[config.mk]
export PLATFORM = sky130hd
export DESIGN_NAME = pgs_sqrt
export DESIGN_NICKNAME = d
export VERILOG_FILES = /design/src/hdl/pgs_pkg.sv /design/src/hdl/pgs_sqrt.sv
export SDC_FILE = /design/constraint.sdc
export NUM_CORES = 2
export LEC_CHECK = 0
export ABC_AREA = 0
export BUFFER_PORTS_ARGS = -buffer_cell sky130_fd_sc_hd__buf_2
export CAP_MARGIN = 0
export CORE_MARGIN = 4
export CORE_UTILIZATION = 59
export DETAILED_ROUTE_END_ITERATION = 10
export PLACE_DENSITY = 0.82
export SLEW_MARGIN = 20
export SYNTH_ARGS = -nofsm -noshare
export SYNTH_HDL_FRONTEND = slang
export SYNTH_SLANG_ARGS = --single-unit
export TNS_END_PERCENT = 10
[constraint.sdc]
create_clock -name clock -period 6.9 [get_ports clock]
set_clock_uncertainty 0.05 [all_clocks]
set_input_delay 1.035 -clock clock [delete_from_list [all_inputs] [get_ports clock]]
set_output_delay 1.035 -clock clock [all_outputs]
set_load 0.02 [all_outputs]
[src/hdl/pgs_pkg.sv]
`timescale 1ns / 1ps

package pgs_pkg;

   localparam int VFRAC     = 30;
   localparam int V_W       = 31;
   localparam int SQ_W      = 62;
   localparam int NORM_W    = 32;
   localparam int REM_W     = 33;
   localparam int LOG_STEPS = 30;
   localparam int Q_W       = 25;
   localparam int K_W       = 6;
   localparam int NL_W      = 36;
   localparam int LP_W      = 63;
   localparam int L_W       = 37;
   localparam int XP_W      = 62;
   localparam int X2_W      = 48;
   localparam int ROOT_W    = 24;
   localparam int PROD_W    = 56;
   localparam int MAG_W     = 36;
   localparam int SUM_W     = 38;

   localparam logic [26:0]     TWO_LN2_Q26 = 27'd93032640;
   localparam logic [SQ_W-1:0] W_ONE       = SQ_W'(1) << 60;
   localparam logic [K_W-1:0]  W_ONE_EXP   = K_W'(60);

   typedef struct packed {
      logic signed [31:0] mean;
      logic [31:0]        std;
      logic               neg;
   } pgs_side_type;

endpackage

[src/hdl/pgs_sqrt.sv]
`timescale 1ns / 1ps

module pgs_sqrt
   import pgs_pkg::*;
(
   input  logic                clock,
   input  logic                reset,
   input  logic                en,
   input  logic                in_valid,
   input  logic [X2_W-1:0]     in_x,
   input  pgs_side_type        in_side,
   output logic                out_valid,
   output logic [ROOT_W-1:0]   out_root,
   output pgs_side_type        out_side
);

   localparam int SR_W = ROOT_W + 2;

   logic                v_ff    [0:ROOT_W];
   logic [X2_W-1:0]     x_ff    [0:ROOT_W];
   logic [SR_W-1:0]     rem_ff  [0:ROOT_W];
   logic [ROOT_W-1:0]   root_ff [0:ROOT_W];
   pgs_side_type        side_ff [0:ROOT_W];

   assign v_ff[0]    = in_valid;
   assign x_ff[0]    = in_x;
   assign rem_ff[0]  = '0;
   assign root_ff[0] = '0;
   assign side_ff[0] = in_side;

   for (genvar i = 0; i < ROOT_W; i++) begin : g_step
      logic [SR_W+1:0]   pre;
      logic [SR_W+1:0]   trial;
      logic              take;
      logic [SR_W-1:0]   rem_in;
      logic [ROOT_W-1:0] root_in;

      assign pre     = {rem_ff[i], x_ff[i][X2_W-1-2*i -: 2]};
      assign trial   = (SR_W+2)'({root_ff[i], 2'b01});
      assign take    = (pre >= trial);
      assign rem_in  = take ? SR_W'(pre - trial) : SR_W'(pre);
      assign root_in = {root_ff[i][ROOT_W-2:0], take};

      always_ff @(posedge clock) begin
         if (reset) begin
            v_ff[i+1] <= 1'b0;
         end else if (en) begin
            v_ff[i+1] <= v_ff[i];
         end
      end

      always_ff @(posedge clock) begin
         if (en) begin
            x_ff[i+1]    <= x_ff[i];
            rem_ff[i+1]  <= rem_in;
            root_ff[i+1] <= root_in;
            side_ff[i+1] <= side_ff[i];
         end
      end
   end

   assign out_valid = v_ff[ROOT_W];
   assign out_root  = root_ff[ROOT_W];
   assign out_side  = side_ff[ROOT_W];

`ifndef SYNTHESIS
   a_rem_bound: assert property (@(posedge clock) disable iff (reset)
      v_ff[ROOT_W] |-> (SR_W+1)'(rem_ff[ROOT_W]) <= (SR_W+1)'({root_ff[ROOT_W], 1'b0}))
      else $error("sqrt remainder exceeds 2*root");
   a_hold: assert property (@(posedge clock) disable iff (reset)
      !en |=> $stable(root_ff[ROOT_W]))
      else $error("sqrt output moved during stall");
   a_first: assert property (@(posedge clock) disable iff (reset)
      v_ff[1] |-> root_ff[1][ROOT_W-1:1] == '0)
      else $error("sqrt first step root too wide");
`endif

endmodule

==> results.md <==
- Most frequent cells in the layout: edfxtp_1 (2,975), inv_1 (392), nand2_1 (329)
- Worst path max stage delay: 0.71 ns
- HP Class: primary input to flop
- Async set-reset flop share out of synthesis: 0%
- Setup Buffers After CTS: 0
- Post-DP HPWL: 108.4 mm
- Hold violation count in the final report: 0
- Worst VDD drop: 326.7 uV
- WP data required: 7.46 ns
- Largest net degree at the start of global routing: 203
- Clock-pin slew on the worst setup and hold paths: 0.06 ns
- Clock Latency Late Sink: 0.93 ns
- Initial antenna violation count: 0
- Cts repair resizes: 0
- First-pass GRT wire length: 285.5 mm
- Vias/cell: 5.489
- CP max FO: 18
- Clock H-tree levels: 5
- Top FF cell, synth: edfxtp_1
- Chip height: 445.8 um
- Critical path class: flop to flop
- Overall global routing resource usage: 18.09%
- I/O pin total: 207
- Final Total Pwr: 42.57 mW
- Commonest non-fill, non-tap cell in the layout: edfxtp_1
- PortBufs: 206
- Max Clk Rate: 0.2478 GHz
- Share of layout cells above drive strength 1: 10.37%
- Synth-to-layout area growth: 12.00%
- Slew Viols, Final: 0
- Grt total ovfl: 0
- Die width: 445.8 um
- Register area share after synthesis: 79.41%
- Seq pwr share: 53.3%
- Flop2flop setup slack: 2.86 ns
- Detailed-route via count: 53.76k
- Hold-fix buffers, CTS: 0
- Worst path cell trace: or4_1 > or3_1 > or4_1 > or3_1 > nor4_4 > nor2_2 > o2111ai_2 > nor4_1 > xor2_1
- Ys Warns: 0
- DP Area: 117,100 um^2
- Crit path launch type: flop
- Status: finished, final reports clean
- Final #Nets: 7,509
- Final WL: 181.4 mm
- Finished Core Util: 66.54%
- DRT antenna net count: 0
- Clock sinks: 2,999
- Post-Syn Area: 113,100 um^2
- Endpoint class of the critical path: flop
- Clock period minus worst slack: 4.036 ns
- Arrival time worst endpoint: 4.59 ns
- Mapped Cells: 6,642
- Routability Congestion: 0.9758
- R2r worst-path depth: 9
- Reg2Reg Capture Point: g_step[8].pre[19]
- RSZ-0062 raised after global routing: false
- Slew headroom: 32.96%
- Setup violators final: 0
- Switching part of the total power: 22.52%
- DR WL/cell: 18.52 um
- Crit path buffers/inverters: 0
- Slowest stage cell, crit path: nor4_4
- Yosys reg bits: 2,999
- Core Area: 190,400 um^2
- Min-Delay Endpoint: side_ff[1525]
- # DRC: 0
- Die area: 198,800 um^2
- Post-Syn Nets: 7,085
- Gate power share: 9.5%
- CTS buffer count: 307
- Initial cell density of the core: 59.41%
- Max cap viols: 0
- TritonCTS clock tree: built
- WHS Path Cells: 1
- Psw: 9.588 mW
- Synth unique cells: 73
- Syn Area/Cell: 17.03 um^2
- Post-route cell area: 126,700 um^2
- Final critical-path share of the clock period: 58.49%
- Setup_tns: 0 ns
- Post-synth EDFFs: 2,975
- Clock root buffer master: clkbuf_16
- Starting DRT DRC Count: 3,721
- Pwr dens: 336.1 nW/um^2
- CTS Buffer Depth: 4
- Clk pwr share: 37.3%
- Worst reg2reg path startpoint: g_step[7].pre[10]
- # rows: 160
- Min-Delay Startpoint: in_side[30]
- Vias in the first global route: 54.94k
- Worst Tran Pin Value: 1.006 ns
- Leak: 46.31 nW
- Critical path's top delay family: simple AND/OR/NAND/NOR gates
- Internal power: 32.98 mW
- Pre-antenna DRT Iters: 5
==> synthesized netlist by cell type, types with 7 or more instances <==
| cell | count | area (um^2) |
|---|---|---|
| clkbuf_1 | 70 | 262.8 |
| or4_1 | 29 | 217.7 |
| nand2b_1 | 69 | 431.7 |
| a21boi_0 | 9 | 67.56 |
| nor4_1 | 62 | 387.9 |
| nand4_1 | 51 | 319.1 |
| xor2_1 | 238 | 2085 |
| a31oi_1 | 26 | 162.7 |
| xnor2_1 | 209 | 1831 |
| a21o_1 | 98 | 735.7 |
| nand2_1 | 329 | 1235 |
| buf_2 | 7 | 35.03 |
| and2_1 | 22 | 137.6 |
| nor3b_1 | 7 | 52.55 |
| buf_4 | 65 | 488.0 |
| and4_1 | 9 | 78.83 |
| ha_1 | 326 | 4079 |
| nor2_1 | 325 | 1220 |
| a21oi_1 | 306 | 1531 |
| or3_1 | 62 | 387.9 |
| mux2i_1 | 33 | 330.3 |
| nor2b_1 | 52 | 325.3 |
| a2111oi_0 | 7 | 61.31 |
| nand3b_1 | 16 | 120.1 |
| buf_1 | 7 | 26.28 |
| or2_2 | 31 | 193.9 |
| mux2_2 | 42 | 473.0 |
| o21ai_0 | 249 | 1246 |
| nor3_1 | 135 | 675.7 |
| and3_1 | 22 | 137.6 |
| o211ai_1 | 22 | 165.2 |
| inv_1 | 392 | 1471 |
| o22ai_1 | 8 | 50.05 |
| o31a_1 | 7 | 61.31 |
| o21a_1 | 57 | 427.9 |
| o31ai_1 | 38 | 285.3 |
| o21bai_1 | 17 | 127.6 |
| o41ai_1 | 9 | 78.83 |
| dfxtp_1 | 24 | 480.5 |
| nand3_1 | 77 | 385.4 |
| a211o_1 | 10 | 87.58 |
| a211oi_1 | 24 | 180.2 |
| edfxtp_1 | 2975 | 89340 |
==> worst max path at each step <==
| stage | start | endpoint | depth (start not counted) |
|---|---|---|---|
| floorplan | g_step[7].pre[10] | g_step[8].pre[19] | 10 |
| global placement | g_step[7].pre[10] | g_step[8].pre[24] | 9 |
| detailed placement | g_step[7].pre[10] | g_step[8].pre[19] | 9 |
| CTS | g_step[7].pre[10] | g_step[8].pre[19] | 9 |
| global route | g_step[7].pre[10] | g_step[8].pre[19] | 9 |
| finish | g_step[7].pre[10] | g_step[8].pre[19] | 9 |
==> sequential cells by signal, indices dropped and copies added (netlist names) <==
signal	count
out_valid	1
g_step.pre	609
out_side	65
x_ff	506
v_ff	23
side_ff	1495
out_root	24
g_step.root_in	276
==> kinds of logic after synthesis <==
family                     count (synthesis)  synth area share (%)
AOI/OAI and AO/OA                        934                 5.046
xor gates and xnor gates                 447                 3.461
adders and majority gates                326                 3.606
buffers and inverters                    543                 2.026
DFF                                     2999                 79.41
muxes                                     75                0.7102
other                                      1              0.003316
and+or+nand+nor                         1317                 5.737
==> metal layers <==
layer | global-route usage (%) | vias to the layer above | part of all wire [%]
met2 | 34.22 | 1266 | 55
met1 | 19.52 | 26160 | 37
met5 | 0 | - | 0
met3 | 3.332 | 427 | 4.1
li1 | - | 25900 | -
met4 | 8.266 | 0 | 4.3
==> layout make-up <==
type,count,area [um^2]
fillers,12260,63700
inverters,394,1479
clock buffers,385,8144
multi-input cells,3100,21060
well taps,2511,3142
flip-flops and latches,2999,89820
repair buffers,264,1627
diodes,1,2.502
clock inverters,140,1409
==> power groups by stage <==
| stage | Clock (mW) | Sequential [mW] | Combinational, mW |
|---|---|---|---|
| floorplan | 0 | 22.7 | 2.87 |
| global placement | 0 | 22.9 | 3.81 |
| detailed placement | 0 | 23.0 | 3.98 |
| CTS | 16.3 | 22.7 | 4.01 |
| global route | 17.2 | 22.8 | 4.49 |
| finish | 15.9 | 22.7 | 4.03 |
==> metrics by stage <==
step	worst slack (ns)	hold WS, ns	std cells
floorplan	3.577	0.3503	6642
global placement	2.892	0.3502	9268
detailed placement	2.869	0.3545	9268
CTS	2.835	0.1303	9793
global route	2.587	0.1589	9793
finish	2.864	0.2285	9794
(Power assumes the default switching activity.)
